[src/rtl/core/rtab_pkg.sv]
// Package for the RGBA tint / alpha blend unit: widths, register indexes,
// blend modes, pipeline control struct and the widening helper.
// No dependencies.
package rtab_pkg;

   localparam int CHAN_W       = 8;                    // one color channel
   localparam int WIDE_W       = CHAN_W + 1;           // widened channel, 0..256
   localparam int WEIGHT_SHIFT = 2 * CHAN_W;           // fixed point scale of weight
   localparam int WEIGHT_W     = WEIGHT_SHIFT + 1;     // weight 0..65536
   localparam int DIFF_W       = CHAN_W + 2;           // signed target - dst
   localparam int PROD_W       = DIFF_W + WEIGHT_W + 1;
   localparam int SCALE_W      = WIDE_W + CHAN_W;      // widened tint * source
   localparam int NUM_LANES    = 4;
   localparam int NUM_STAGES   = 3;
   localparam int CSR_IDX_W    = 3;
   localparam int CSR_DATA_W   = CHAN_W;

   localparam logic [CHAN_W-1:0] CHAN_MAX = {CHAN_W{1'b1}};

   typedef enum logic [CSR_IDX_W-1:0] {
      CSR_TINT_RED   = 3'd0,
      CSR_TINT_GREEN = 3'd1,
      CSR_TINT_BLUE  = 3'd2,
      CSR_TINT_ALPHA = 3'd3,
      CSR_BLEND_MODE = 3'd4
   } csr_index_type;

   typedef enum logic {
      MODE_TINT  = 1'b0,
      MODE_SOLID = 1'b1
   } blend_mode_type;

   typedef struct packed {
      logic [CHAN_W-1:0] tint_red;
      logic [CHAN_W-1:0] tint_green;
      logic [CHAN_W-1:0] tint_blue;
      logic [CHAN_W-1:0] tint_alpha;
      blend_mode_type    blend_mode;
   } cfg_type;

   // Load enables for the three pipeline stages.
   typedef struct packed {
      logic load_in;
      logic load_mul;
      logic load_out;
   } stage_ctrl_type;

   // v -> v + 1 when nonzero, else 0
   function automatic logic [WIDE_W-1:0] widen(input logic [CHAN_W-1:0] v);
      logic [WIDE_W-1:0] w;
      w = {1'b0, v} + WIDE_W'(v != '0);
      return w;
   endfunction

endpackage

[src/rtl/core/rtab_if.sv]
// Channel interfaces of the blend unit: pixel request, blended response and
// register write port. Depends on rtab_pkg.
interface rtab_req_if;
   logic                      valid;
   logic                      ready;
   logic [rtab_pkg::CHAN_W-1:0] src_red;
   logic [rtab_pkg::CHAN_W-1:0] src_green;
   logic [rtab_pkg::CHAN_W-1:0] src_blue;
   logic [rtab_pkg::CHAN_W-1:0] src_alpha;
   logic [rtab_pkg::CHAN_W-1:0] dst_red;
   logic [rtab_pkg::CHAN_W-1:0] dst_green;
   logic [rtab_pkg::CHAN_W-1:0] dst_blue;
   logic [rtab_pkg::CHAN_W-1:0] dst_alpha;

   modport source (output valid, src_red, src_green, src_blue, src_alpha,
                   dst_red, dst_green, dst_blue, dst_alpha, input ready);
   modport sink   (input valid, src_red, src_green, src_blue, src_alpha,
                   dst_red, dst_green, dst_blue, dst_alpha, output ready);
endinterface

interface rtab_rsp_if;
   logic                      valid;
   logic                      ready;
   logic [rtab_pkg::CHAN_W-1:0] out_red;
   logic [rtab_pkg::CHAN_W-1:0] out_green;
   logic [rtab_pkg::CHAN_W-1:0] out_blue;
   logic [rtab_pkg::CHAN_W-1:0] out_alpha;

   modport source (output valid, out_red, out_green, out_blue, out_alpha,
                   input ready);
   modport sink   (input valid, out_red, out_green, out_blue, out_alpha,
                   output ready);
endinterface

interface rtab_csr_if;
   logic                          valid;
   logic                          ready;
   logic [rtab_pkg::CSR_IDX_W-1:0]  index;
   logic [rtab_pkg::CSR_DATA_W-1:0] data;

   modport source (output valid, index, data, input ready);
   modport sink   (input valid, index, data, output ready);
endinterface

[src/rtl/core/rtab_csr.sv]
// Configuration registers of the blend unit (tint color and blend mode).
// Depends on rtab_pkg and rtab_if.
module rtab_csr (
   input  logic              clock,
   input  logic              reset,
   rtab_csr_if.sink          csr_bus,
   output rtab_pkg::cfg_type cfg
);

   rtab_pkg::cfg_type cfg_ff;
   rtab_pkg::cfg_type cfg_in;

   assign csr_bus.ready = 1'b1;

   always_comb begin
      cfg_in = cfg_ff;
      if (csr_bus.valid) begin
         unique case (rtab_pkg::csr_index_type'(csr_bus.index))
            rtab_pkg::CSR_TINT_RED:   cfg_in.tint_red   = csr_bus.data;
            rtab_pkg::CSR_TINT_GREEN: cfg_in.tint_green = csr_bus.data;
            rtab_pkg::CSR_TINT_BLUE:  cfg_in.tint_blue  = csr_bus.data;
            rtab_pkg::CSR_TINT_ALPHA: cfg_in.tint_alpha = csr_bus.data;
            rtab_pkg::CSR_BLEND_MODE:
               cfg_in.blend_mode = rtab_pkg::blend_mode_type'(csr_bus.data[0]);
            default: ;   // unused index, write dropped
         endcase
      end
   end

   always_ff @(posedge clock) begin
      if (reset) begin
         cfg_ff.tint_red   <= rtab_pkg::CHAN_MAX;
         cfg_ff.tint_green <= rtab_pkg::CHAN_MAX;
         cfg_ff.tint_blue  <= rtab_pkg::CHAN_MAX;
         cfg_ff.tint_alpha <= rtab_pkg::CHAN_MAX;
         cfg_ff.blend_mode <= rtab_pkg::MODE_TINT;
      end else begin
         cfg_ff <= cfg_in;
      end
   end

   assign cfg = cfg_ff;

endmodule

[src/rtl/core/rtab_ctrl.sv]
// Valid/ready control of the three-stage blend pipeline; each stage fills
// when it is empty or its successor moves. Depends on rtab_pkg.
module rtab_ctrl (
   input  logic                     clock,
   input  logic                     reset,
   input  logic                     in_valid,
   output logic                     in_ready,
   output logic                     out_valid,
   input  logic                     out_ready,
   output rtab_pkg::stage_ctrl_type stage_ctrl
);

   logic [rtab_pkg::NUM_STAGES-1:0] valid_ff;
   logic [rtab_pkg::NUM_STAGES-1:0] valid_in;
   logic [rtab_pkg::NUM_STAGES-1:0] move;

   always_comb begin
      move[2] = !valid_ff[2] || out_ready;
      move[1] = !valid_ff[1] || move[2];
      move[0] = !valid_ff[0] || move[1];
      valid_in[0] = move[0] ? in_valid    : valid_ff[0];
      valid_in[1] = move[1] ? valid_ff[0] : valid_ff[1];
      valid_in[2] = move[2] ? valid_ff[1] : valid_ff[2];
   end

   always_ff @(posedge clock) begin
      if (reset) begin
         valid_ff <= '0;
      end else begin
         valid_ff <= valid_in;
      end
   end

   assign in_ready            = move[0];
   assign out_valid           = valid_ff[2];
   assign stage_ctrl.load_in  = move[0] && in_valid;
   assign stage_ctrl.load_mul = move[1] && valid_ff[0];
   assign stage_ctrl.load_out = move[2] && valid_ff[1];

endmodule

[src/rtl/core/rtab_weight.sv]
// Blend weight for one pixel: widened tint alpha times widened source alpha,
// or widened tint alpha squared in solid mode. Depends on rtab_pkg.
module rtab_weight (
   input  logic                            clock,
   input  rtab_pkg::stage_ctrl_type        stage_ctrl,
   input  rtab_pkg::cfg_type               cfg,
   input  logic [rtab_pkg::CHAN_W-1:0]     src_alpha,
   output logic [rtab_pkg::WEIGHT_W-1:0]   weight
);

   logic [rtab_pkg::WIDE_W-1:0]     wide_tint;
   logic [rtab_pkg::WIDE_W-1:0]     wide_other;
   logic [2*rtab_pkg::WIDE_W-1:0]   prod;
   logic [rtab_pkg::WEIGHT_W-1:0]   weight_ff;

   always_comb begin
      wide_tint  = rtab_pkg::widen(cfg.tint_alpha);
      wide_other = (cfg.blend_mode == rtab_pkg::MODE_SOLID) ? wide_tint
                                                           : rtab_pkg::widen(src_alpha);
      prod       = wide_tint * wide_other;
   end

   // product never exceeds 65536
   always_ff @(posedge clock) begin
      if (stage_ctrl.load_in) begin
         weight_ff <= prod[rtab_pkg::WEIGHT_W-1:0];
      end
   end

   assign weight = weight_ff;

endmodule

[src/rtl/core/rtab_lane.sv]
// One channel lane: target (scaled source or solid color), signed move toward
// the target by weight >> 16, and 8-bit wrapping sum. Depends on rtab_pkg.
module rtab_lane (
   input  logic                          clock,
   input  rtab_pkg::stage_ctrl_type      stage_ctrl,
   input  rtab_pkg::blend_mode_type      blend_mode,
   input  logic [rtab_pkg::CHAN_W-1:0]   tint,
   input  logic [rtab_pkg::CHAN_W-1:0]   src,
   input  logic [rtab_pkg::CHAN_W-1:0]   dst,
   input  logic [rtab_pkg::WEIGHT_W-1:0] weight,
   output logic [rtab_pkg::CHAN_W-1:0]   result
);

   logic [rtab_pkg::SCALE_W-1:0]        scaled;
   logic [rtab_pkg::CHAN_W-1:0]         target_in;
   logic [rtab_pkg::CHAN_W-1:0]         target_ff;
   logic [rtab_pkg::CHAN_W-1:0]         dst_s1_ff;
   logic signed [rtab_pkg::DIFF_W-1:0]  diff;
   logic signed [rtab_pkg::WEIGHT_W:0]  weight_s;
   logic signed [rtab_pkg::PROD_W-1:0]  prod;
   logic [rtab_pkg::CHAN_W-1:0]         delta_ff;
   logic [rtab_pkg::CHAN_W-1:0]         dst_s2_ff;
   logic [rtab_pkg::CHAN_W-1:0]         result_ff;

   // stage 1: target
   always_comb begin
      scaled    = rtab_pkg::widen(tint) * src;
      target_in = (blend_mode == rtab_pkg::MODE_SOLID)
                  ? tint : scaled[rtab_pkg::CHAN_W +: rtab_pkg::CHAN_W];
   end

   always_ff @(posedge clock) begin
      if (stage_ctrl.load_in) begin
         target_ff <= target_in;
         dst_s1_ff <= dst;
      end
   end

   // stage 2: (target - dst) * weight, arithmetic shift, low byte kept
   always_comb begin
      diff     = signed'({2'b00, target_ff}) - signed'({2'b00, dst_s1_ff});
      weight_s = signed'({1'b0, weight});
      prod     = diff * weight_s;
   end

   always_ff @(posedge clock) begin
      if (stage_ctrl.load_mul) begin
         delta_ff  <= prod[rtab_pkg::WEIGHT_SHIFT +: rtab_pkg::CHAN_W];
         dst_s2_ff <= dst_s1_ff;
      end
   end

   // stage 3: wrapping add
   always_ff @(posedge clock) begin
      if (stage_ctrl.load_out) begin
         result_ff <= dst_s2_ff + delta_ff;
      end
   end

   assign result = result_ff;

endmodule

[src/rtl/core/rgba_tint_alpha_blend_unit.sv]
// Top level of the RGBA tint / alpha blend unit: register port, pipeline
// control, weight unit and four channel lanes merged into one response word.
// Depends on rtab_pkg, rtab_if, rtab_csr, rtab_ctrl, rtab_weight, rtab_lane.
//
//   port     dir  word
//   req_bus  in   source RGBA8 + destination RGBA8 pixel
//   rsp_bus  out  blended RGBA8 pixel
//   csr_bus  in   register index (3 bits) + write data (8 bits)
//
// Three stages: weight and target, multiply, add into the output register.
// One word per clock; each stage refills as it drains, so a stalled response only
// holds the words behind it once the stages fill. Reset clears the stage valids
// and loads tint 255/255/255/255, tint mode. The register port is always ready;
// the user writes only while no word is in flight; the block does not enforce it.
module rgba_tint_alpha_blend_unit (
   input  logic        clock,
   input  logic        reset,
   rtab_req_if.sink    req_bus,
   rtab_rsp_if.source  rsp_bus,
   rtab_csr_if.sink    csr_bus
);

   rtab_pkg::cfg_type        cfg;
   rtab_pkg::stage_ctrl_type stage_ctrl;
   logic [rtab_pkg::WEIGHT_W-1:0] weight;
   logic [rtab_pkg::CHAN_W-1:0]   lane_tint [rtab_pkg::NUM_LANES];
   logic [rtab_pkg::CHAN_W-1:0]   lane_src  [rtab_pkg::NUM_LANES];
   logic [rtab_pkg::CHAN_W-1:0]   lane_dst  [rtab_pkg::NUM_LANES];
   logic [rtab_pkg::CHAN_W-1:0]   lane_out  [rtab_pkg::NUM_LANES];

   rtab_csr u_csr (
      .clock   (clock),
      .reset   (reset),
      .csr_bus (csr_bus),
      .cfg     (cfg)
   );

   rtab_ctrl u_ctrl (
      .clock      (clock),
      .reset      (reset),
      .in_valid   (req_bus.valid),
      .in_ready   (req_bus.ready),
      .out_valid  (rsp_bus.valid),
      .out_ready  (rsp_bus.ready),
      .stage_ctrl (stage_ctrl)
   );

   rtab_weight u_weight (
      .clock      (clock),
      .stage_ctrl (stage_ctrl),
      .cfg        (cfg),
      .src_alpha  (req_bus.src_alpha),
      .weight     (weight)
   );

   // Alpha lane: a tint of 255 widens to 256 and passes the source alpha
   // through unscaled; in solid mode the tint alpha is the target.
   always_comb begin
      lane_tint[0] = cfg.tint_red;
      lane_tint[1] = cfg.tint_green;
      lane_tint[2] = cfg.tint_blue;
      lane_tint[3] = (cfg.blend_mode == rtab_pkg::MODE_SOLID)
                     ? cfg.tint_alpha : rtab_pkg::CHAN_MAX;
      lane_src[0]  = req_bus.src_red;
      lane_src[1]  = req_bus.src_green;
      lane_src[2]  = req_bus.src_blue;
      lane_src[3]  = req_bus.src_alpha;
      lane_dst[0]  = req_bus.dst_red;
      lane_dst[1]  = req_bus.dst_green;
      lane_dst[2]  = req_bus.dst_blue;
      lane_dst[3]  = req_bus.dst_alpha;
   end

   for (genvar g = 0; g < rtab_pkg::NUM_LANES; g++) begin : g_lane
      rtab_lane u_lane (
         .clock      (clock),
         .stage_ctrl (stage_ctrl),
         .blend_mode (cfg.blend_mode),
         .tint       (lane_tint[g]),
         .src        (lane_src[g]),
         .dst        (lane_dst[g]),
         .weight     (weight),
         .result     (lane_out[g])
      );
   end

   assign rsp_bus.out_red   = lane_out[0];
   assign rsp_bus.out_green = lane_out[1];
   assign rsp_bus.out_blue  = lane_out[2];
   assign rsp_bus.out_alpha = lane_out[3];

endmodule

[src/flat_wrapper.sv]
// flat-port wrapper written by rule: the top's interface ports become plain ports
module rgba_tint_alpha_blend_unit_flat 
  (clock, reset, req_bus_valid, req_bus_src_red, req_bus_src_green, req_bus_src_blue, req_bus_src_alpha, req_bus_dst_red, req_bus_dst_green, req_bus_dst_blue, req_bus_dst_alpha, req_bus_ready, rsp_bus_valid, rsp_bus_out_red, rsp_bus_out_green, rsp_bus_out_blue, rsp_bus_out_alpha, rsp_bus_ready, csr_bus_valid, csr_bus_index, csr_bus_data, csr_bus_ready);
  rtab_req_if req_bus_i ();
  rtab_rsp_if rsp_bus_i ();
  rtab_csr_if csr_bus_i ();
  input  logic clock;
  input  logic reset;
  input wire logic [$bits(req_bus_i.valid)-1:0] req_bus_valid;
  input wire logic [$bits(req_bus_i.src_red)-1:0] req_bus_src_red;
  input wire logic [$bits(req_bus_i.src_green)-1:0] req_bus_src_green;
  input wire logic [$bits(req_bus_i.src_blue)-1:0] req_bus_src_blue;
  input wire logic [$bits(req_bus_i.src_alpha)-1:0] req_bus_src_alpha;
  input wire logic [$bits(req_bus_i.dst_red)-1:0] req_bus_dst_red;
  input wire logic [$bits(req_bus_i.dst_green)-1:0] req_bus_dst_green;
  input wire logic [$bits(req_bus_i.dst_blue)-1:0] req_bus_dst_blue;
  input wire logic [$bits(req_bus_i.dst_alpha)-1:0] req_bus_dst_alpha;
  output wire logic [$bits(req_bus_i.ready)-1:0] req_bus_ready;
  output wire logic [$bits(rsp_bus_i.valid)-1:0] rsp_bus_valid;
  output wire logic [$bits(rsp_bus_i.out_red)-1:0] rsp_bus_out_red;
  output wire logic [$bits(rsp_bus_i.out_green)-1:0] rsp_bus_out_green;
  output wire logic [$bits(rsp_bus_i.out_blue)-1:0] rsp_bus_out_blue;
  output wire logic [$bits(rsp_bus_i.out_alpha)-1:0] rsp_bus_out_alpha;
  input wire logic [$bits(rsp_bus_i.ready)-1:0] rsp_bus_ready;
  input wire logic [$bits(csr_bus_i.valid)-1:0] csr_bus_valid;
  input wire logic [$bits(csr_bus_i.index)-1:0] csr_bus_index;
  input wire logic [$bits(csr_bus_i.data)-1:0] csr_bus_data;
  output wire logic [$bits(csr_bus_i.ready)-1:0] csr_bus_ready;
  assign req_bus_i.valid = req_bus_valid;
  assign req_bus_i.src_red = req_bus_src_red;
  assign req_bus_i.src_green = req_bus_src_green;
  assign req_bus_i.src_blue = req_bus_src_blue;
  assign req_bus_i.src_alpha = req_bus_src_alpha;
  assign req_bus_i.dst_red = req_bus_dst_red;
  assign req_bus_i.dst_green = req_bus_dst_green;
  assign req_bus_i.dst_blue = req_bus_dst_blue;
  assign req_bus_i.dst_alpha = req_bus_dst_alpha;
  assign req_bus_ready = req_bus_i.ready;
  assign rsp_bus_valid = rsp_bus_i.valid;
  assign rsp_bus_out_red = rsp_bus_i.out_red;
  assign rsp_bus_out_green = rsp_bus_i.out_green;
  assign rsp_bus_out_blue = rsp_bus_i.out_blue;
  assign rsp_bus_out_alpha = rsp_bus_i.out_alpha;
  assign rsp_bus_i.ready = rsp_bus_ready;
  assign csr_bus_i.valid = csr_bus_valid;
  assign csr_bus_i.index = csr_bus_index;
  assign csr_bus_i.data = csr_bus_data;
  assign csr_bus_ready = csr_bus_i.ready;
  rgba_tint_alpha_blend_unit u_core (.clock(clock), .reset(reset), .req_bus(req_bus_i), .rsp_bus(rsp_bus_i), .csr_bus(csr_bus_i));
endmodule
[config.mk]
export PLATFORM = sky130hd
export DESIGN_NAME = rgba_tint_alpha_blend_unit_flat
export DESIGN_NICKNAME = d
export VERILOG_FILES = /design/src/rtl/core/rtab_pkg.sv /design/src/rtl/core/rtab_if.sv /design/src/rtl/core/rtab_csr.sv /design/src/rtl/core/rtab_ctrl.sv /design/src/rtl/core/rtab_weight.sv /design/src/rtl/core/rtab_lane.sv /design/src/rtl/core/rgba_tint_alpha_blend_unit.sv /design/src/flat_wrapper.sv
export SDC_FILE = /design/constraint.sdc
export NUM_CORES = 2
export LEC_CHECK = 0
export BUFFER_PORTS_ARGS = -buffer_cell sky130_fd_sc_hd__clkbuf_2
export CAP_MARGIN = 20
export CORE_ASPECT_RATIO = 0.5
export CORE_MARGIN = 2
export CORE_UTILIZATION = 45
export CTS_CLUSTER_DIAMETER = 40
export CTS_CLUSTER_SIZE = 16
export DETAILED_ROUTE_END_ITERATION = 10
export GPL_TIMING_DRIVEN = 0
export PLACE_DENSITY = 0.62
export RECOVER_POWER = 100
export SYNTH_ARGS = -nofsm -noshare
export SYNTH_HDL_FRONTEND = slang
export SYNTH_SLANG_ARGS = --single-unit
[constraint.sdc]
create_clock -name clock -period 10.8 [get_ports clock]
set_clock_uncertainty 0.05 [all_clocks]
set_input_delay 1.08 -clock clock [delete_from_list [all_inputs] [get_ports clock]]
set_output_delay 1.08 -clock clock [all_outputs]
set_load 0.05 [all_outputs]
== Word-level counts from Yosys, hierarchy flattened ==
Cells that the tools add are included.

* $add $sub $neg: 14
* $mul: 9
* Equal/unequal tests: 4
* Mux-type cells: 6
* Reduce and logical (&&, ||, !) cells: 21

{| class="wikitable"
|+ Operators with widths
! kind !! number
|-
| 9-bit by 18-bit multiplier with 24-bit output || 4
|-
| 9-bit by 8-bit multiplier with 16-bit output || 4
|-
| 8-bit by 1-bit adder with 9-bit output || 6
|-
| 8-bit nonzero test || 6
|-
| 8-bit two-way mux || 5
|-
| 8-bit by 8-bit subtractor with 9-bit output || 4
|-
| 8-bit adder || 4
|-
| 9-bit by 9-bit multiplier with 17-bit output || 1
|-
| 2-bit AND reduction || 5
|-
| 9-bit two-way mux || 1
|-
| 3-bit by 2-bit equality test with 1-bit output, second input constant || 2
|-
| 3-bit by 1-bit equality test with 1-bit output, second input constant || 1
|-
| 3-bit equality test, second input constant || 1
|-
| 1-bit logical AND || 3
|-
| 1-bit logical NOT || 3
|-
| 3-bit logical NOT || 1
|-
| 1-bit logical OR || 3
|}

* Bits in registers: 213
* Input port bits: 80
* Output and inout bits: 35
* Word-level logic and storage cells: 83

== Logic depth before layout (Yosys ltp) ==
* Depth after elaboration: 5
* Gate-level depth with buffers: 29
* Mapped depth without buffers: 29

== By module ==
From an unflattened synthesis, not the netlist that was laid out.

* Cells, all modules: 3950
* Area total of the unflattened synthesis: 38679.6 um^2

{| class="wikitable"
|+ Modules (own cells, without submodules)
! module !! instances !! cells an instance !! area each (um^2)
|-
| rtab_lane (u_core.g_lane[1].u_lane) || 1 || 867 || 8491.9
|-
| rtab_lane (u_core.g_lane[3].u_lane) || 1 || 856 || 8429.3
|-
| rtab_lane (u_core.g_lane[2].u_lane) || 1 || 843 || 8366.8
|-
| rtab_lane (u_core.g_lane[0].u_lane) || 1 || 834 || 8358.0
|-
| rtab_weight || 1 || 403 || 3582.2
|-
| rtab_csr || 1 || 124 || 1267.5
|-
| rtab_ctrl || 1 || 15 || 133.9
|-
| rgba_tint_alpha_blend_unit || 1 || 8 || 50.0
|}

== Least setup slack after synthesis ==
Ideal clock, no wire load.

* Kind: register -> register
* Start point: reg u_core.g_lane[1].u_lane.dst_s1_ff[0] (netlist name)
* End point: reg u_core.g_lane[1].u_lane.delta_ff[7] (netlist name) (data pin)
* Library setup time: 0.271 ns
* Arrival time: 6.800 ns
* Path slack: 3.679 ns
* Cell stages (with the launch flop): 29
* Path buffers: 1
* Period minus slack after synthesis: 7.121 ns
* Cell sequence: edfxtp_1 ha_1 fa_1 nor2b_1 o21ai_0 a21boi_0 o21ai_0 nor2b_1 xnor2_1 clkbuf_1 nand2_1 fa_1 fa_1 inv_1 fa_1 fa_1 inv_1 fa_1 inv_1 ha_1 a21o_1 a21oi_1 o21ai_0 a31oi_1 o21ai_1 o41ai_1 nor2_1 a2111oi_0 xnor2_1

* Cells in the longest elaborated chain, start to end: 2

{| class="wikitable"
|+ RTL lines
! what !! RTL line !! source
|-
| from (decl) || rtab_lane.sv:17 || <nowiki>logic [rtab_pkg::CHAN_W-1:0] dst_s1_ff;</nowiki>
|-
| from (signal assigned) || rtab_lane.sv:35 || <nowiki>dst_s1_ff <= dst;</nowiki>
|-
| 8-bit by 8-bit subtractor with 9-bit output || rtab_lane.sv:41 || <nowiki>diff = signed'({2'b00, target_ff}) - signed'({2'b00, dst_s1_ff});</nowiki>
|-
| 9-bit by 18-bit multiplier with 24-bit output || rtab_lane.sv:43 || <nowiki>prod = diff * weight_s;</nowiki>
|-
| named net u_core.g_lane[1].u_lane.prod (one bit) || rtab_lane.sv:20 || <nowiki>logic signed [rtab_pkg::PROD_W-1:0] prod;</nowiki>
|-
| to (signal assigned) || rtab_lane.sv:48 || <nowiki>delta_ff <= prod[rtab_pkg::WEIGHT_SHIFT +: rtab_pkg::CHAN_W];</nowiki>
|-
| to (decl) || rtab_lane.sv:21 || <nowiki>logic [rtab_pkg::CHAN_W-1:0] delta_ff;</nowiki>
|}

The timed path passes the listed nets, and every way through them passes these cells.
A chain may end at the register's enable or synchronous reset.

== Final worst setup path ==
Ends and elaborated chain as after synthesis.

==> impl_metrics.py <==
metrics = {
    "outcome": {
        "status": "finished, violations left",
        "violations": "capacitance limit, slew limit",
    },
    "logic_synthesis": {
        "synth_top_area_share_pct": 33.7,
        "synth_area_leaders": "fa_1 (34%), ha_1 (15%), edfxtp_1 (14%), and2_1 (7.1%), inv_1 (6.6%)",
        "syn_inst": 3930,
        "synthAdderAreaFrac_pct": 48.5,
        "async_flop_share_pct": 0,
        "synth_xor_area_share_pct": 4.35,
        "ys_warn_count": 0,
        "synth_top_family_by_area": "adder cells",
        "synth.avg_cell_area_um2": 9.63,
        "postSynthNetCount": 5095,
        "yosysSeqAreaShare_pct": 15.9,
        "synth.area.mux_share_pct": 0.142,
        "synth_compound_area_share_pct": 4.45,
        "synthSimpleGateAreaFrac_pct": 18.6,
        "synth_edf_count": 177,
        "yosysTopAreaCell": "fa_1",
        "synth_area_um2": 37900,
        "ys_types": 61,
        "synth_ff_type": "edfxtp_1",
        "ys_ff_latch": 213,
    },
    "critical_path": {
        "cpMostUsedCell": "fa_1",
        "critPathLaunch": "u_core.g_lane[1].u_lane.dst_s1_ff[0]",
        "timing.rr.start": "u_core.g_lane[1].u_lane.dst_s1_ff[0]",
        "crit_fanout": 10,
        "cp-endpoint": "u_core.g_lane[1].u_lane.delta_ff[7]",
        "arrival_ps": 9150,
        "rrSetupSlack_ps": 1920,
        "worst-setup-path-type": "reg2reg",
        "cpMaxStageDelayCell": "o41ai_1",
        "reg2reg_depth": 28,
        "crit_required_ps": 11070,
        "startpoint_type": "register",
        "reg2reg_to": "u_core.g_lane[1].u_lane.delta_ff[7]",
        "end_kind": "register",
        "slowest_delay_ps": 650,
    },
    "global_route": {
        "overflow": 0,
        "grt_pass1_vias": 29000,
        "grt_pass1_wl_mm": 159,
        "track_usage_pct": 23.5,
        "grt_max_degree": 30,
        "antenna_found_initial": 7,
    },
    "clock_network": {
        "cts_resized": 0,
        "tritoncts": "done",
        "htree_levels": 1,
        "clockRootBuffer": "clkbuf_16",
        "clock_path_buffers": 3,
        "postCtsSetupRepairBufs": 0,
        "clkTransAtPathRegs_ps": 60,
        "cts_buffers": 29,
        "insertion_delay_ps": 590,
        "postCtsHoldBufs": 0,
        "cts.sinks": 213,
    },
    "floorplanning": {
        "die_w_um": 414,
        "num_rows": 75,
        "fp.dieArea_um2": 86600,
        "start_util_pct": 45.3,
        "ios": 115,
        "core_um2": 83600,
        "fp.dieH_um": 209,
    },
    "drt": {
        "drtIter0Drc": 1658,
        "via_count": 27100,
        "wl_mm": 99.2,
        "drtAntennaViolNets": 0,
        "wl_per_cell_um": 19.0,
        "drc": 0,
        "viasPerCell": 5.19,
        "dr.pass1.iters": 5,
    },
    "layout": {
        "syn_to_final_growth_pct": 7.62,
        "nNetsFinal": 5236,
        "drive_above_1_share_pct": 3.35,
        "mostFrequentLayoutCells": "inv_1 (666), fa_1 (637), ha_1 (448)",
        "final_common_cell": "inv_1",
    },
    "sta": {
        "finalHoldViolCount": 0,
        "period_needed_ps": 8880,
        "setup_viol": 0,
        "worst_pin_slew_ps": 2830,
        "setup_tns_ps": 0,
        "fin_crit_sh_pct": 82.2,
        "relSlewSlack_pct": -89.6,
        "clock.fmax_mhz": 113,
        "grt_setup_unrepaired": "false",
        "slew_viol_final": 123,
    },
    "place": {
        "gp_congestion": 0.926,
        "dp_hpwl_mm": 80.3,
        "port_buffers": 103,
    },
    "job": {
        "maxCapViolations": 5,
    },
    "hold_path": {
        "hp-class": "reg2reg",
    },
}
per-stage QoR:
stage | hold slack [ps] | area, µm² | util, % | setup slack, ps | instances
floorplan | 376 | 37900 | - | 3680 | 3930
detailed placement | 385 | 39900 | 47.8 | 2040 | 5156
CTS | 402 | 40900 | 49.0 | 1980 | 5210
global placement | 385 | 39800 | 47.6 | 1560 | 5149
finish | 398 | 40700 | 48.7 | 1920 | 5217
global route | 406 | 40700 | 48.7 | 1330 | 5212
state kept, by name, indices dropped and copies added, names as in the netlist:
name	cells
u_core.g_lane.u_lane.target_ff	32
u_core.u_ctrl.valid_ff	3
u_core.g_lane.u_lane.delta_ff	32
u_core.g_lane.u_lane.result	32
u_core.g_lane.u_lane.dst_s2_ff	32
u_core.u_csr.cfg	33
u_core.u_weight.weight	17
u_core.g_lane.u_lane.dst_s1_ff	32
routing by layer:
metal  vias to the layer above  wire length [µm]  track usage [%]  share of wire (%)
met1                     13600             43300             31.8                 44
met3                       188              7210             4.18                7.3
li1                      12500                 -                -                  -
met2                       756             45100             38.3                 45
met4                         2              3560             7.38                3.6
met5                         -                11                0              0.011
cell usage after synthesis (4+ instances only):
cell,count
xnor2_1,140
nand2b_1,122
and3_1,22
a21oi_1,68
nor2_1,165
o21a_1,15
xor2_1,48
o21ai_0,66
ha_1,448
or3_1,15
dfxtp_1,36
or2_2,19
o31ai_1,4
and2_1,429
a21boi_0,11
nor2b_1,44
a21o_1,19
a211o_1,14
nor4b_1,4
a31oi_1,8
clkbuf_1,137
nand3_1,42
nand3b_1,21
nand2_1,437
nor3_1,40
edfxtp_1,177
and4b_1,4
a211oi_1,5
inv_1,666
o21bai_1,15
fa_1,637
o211ai_1,6
cell families after synthesis:
logic type,after synthesis
and+or+nand+nor,1374
adders and majority gates,1085
buffers and inverters,805
AOI/OAI and AO/OA,259
muxes,5
DFF,213
xor gates and xnor gates,188
other,1
worst min path at each step:
stage | to | depth (start not counted) | startpoint | slack, ps
2_1_floorplan | u_core.g_lane[0].u_lane.dst_s2_ff[2] | 0 | u_core.g_lane[0].u_lane.dst_s1_ff[2] | 380
3_3_place_gp | u_core.g_lane[0].u_lane.dst_s2_ff[7] | 0 | u_core.g_lane[0].u_lane.dst_s1_ff[7] | 380
3_5_place_dp | u_core.g_lane[2].u_lane.dst_s2_ff[6] | 0 | u_core.g_lane[2].u_lane.dst_s1_ff[6] | 390
4_1_cts | u_core.g_lane[2].u_lane.dst_s2_ff[6] | 0 | u_core.g_lane[2].u_lane.dst_s1_ff[6] | 400
5_1_grt | u_core.g_lane[2].u_lane.dst_s2_ff[6] | 0 | u_core.g_lane[2].u_lane.dst_s1_ff[6] | 410
6_report | u_core.g_lane[0].u_lane.dst_s2_ff[5] | 0 | u_core.g_lane[0].u_lane.dst_s1_ff[5] | 400
critical path: cells and delay by family (launching register included):
| kind | cells | cell delay, ps |
|---|---|---|
| adders and majority gates | 8 | 3430 |
| buffers and inverters | 4 | 550 |
| AOI/OAI and AO/OA | 10 | 2770 |
| DFF | 1 | 440 |
| and+or+nand+nor | 4 | 620 |
| xor gates and xnor gates | 2 | 740 |
layout make-up:
type / count / area, µm²
clock inverter: 22 / 238
tap: 1116 / 1400
buffer: 138 / 522
sequential: 213 / 6040
antenna: 7 / 17.5
inverter: 667 / 2500
fill: 7732 / 42900
clock buffer: 32 / 757
multi-input combinational: 2912 / 28800
timing repair buffer: 110 / 510
Power is not shown: default switching activity piles up to over one toggle a cycle in this logic, so the estimate is an artifact.
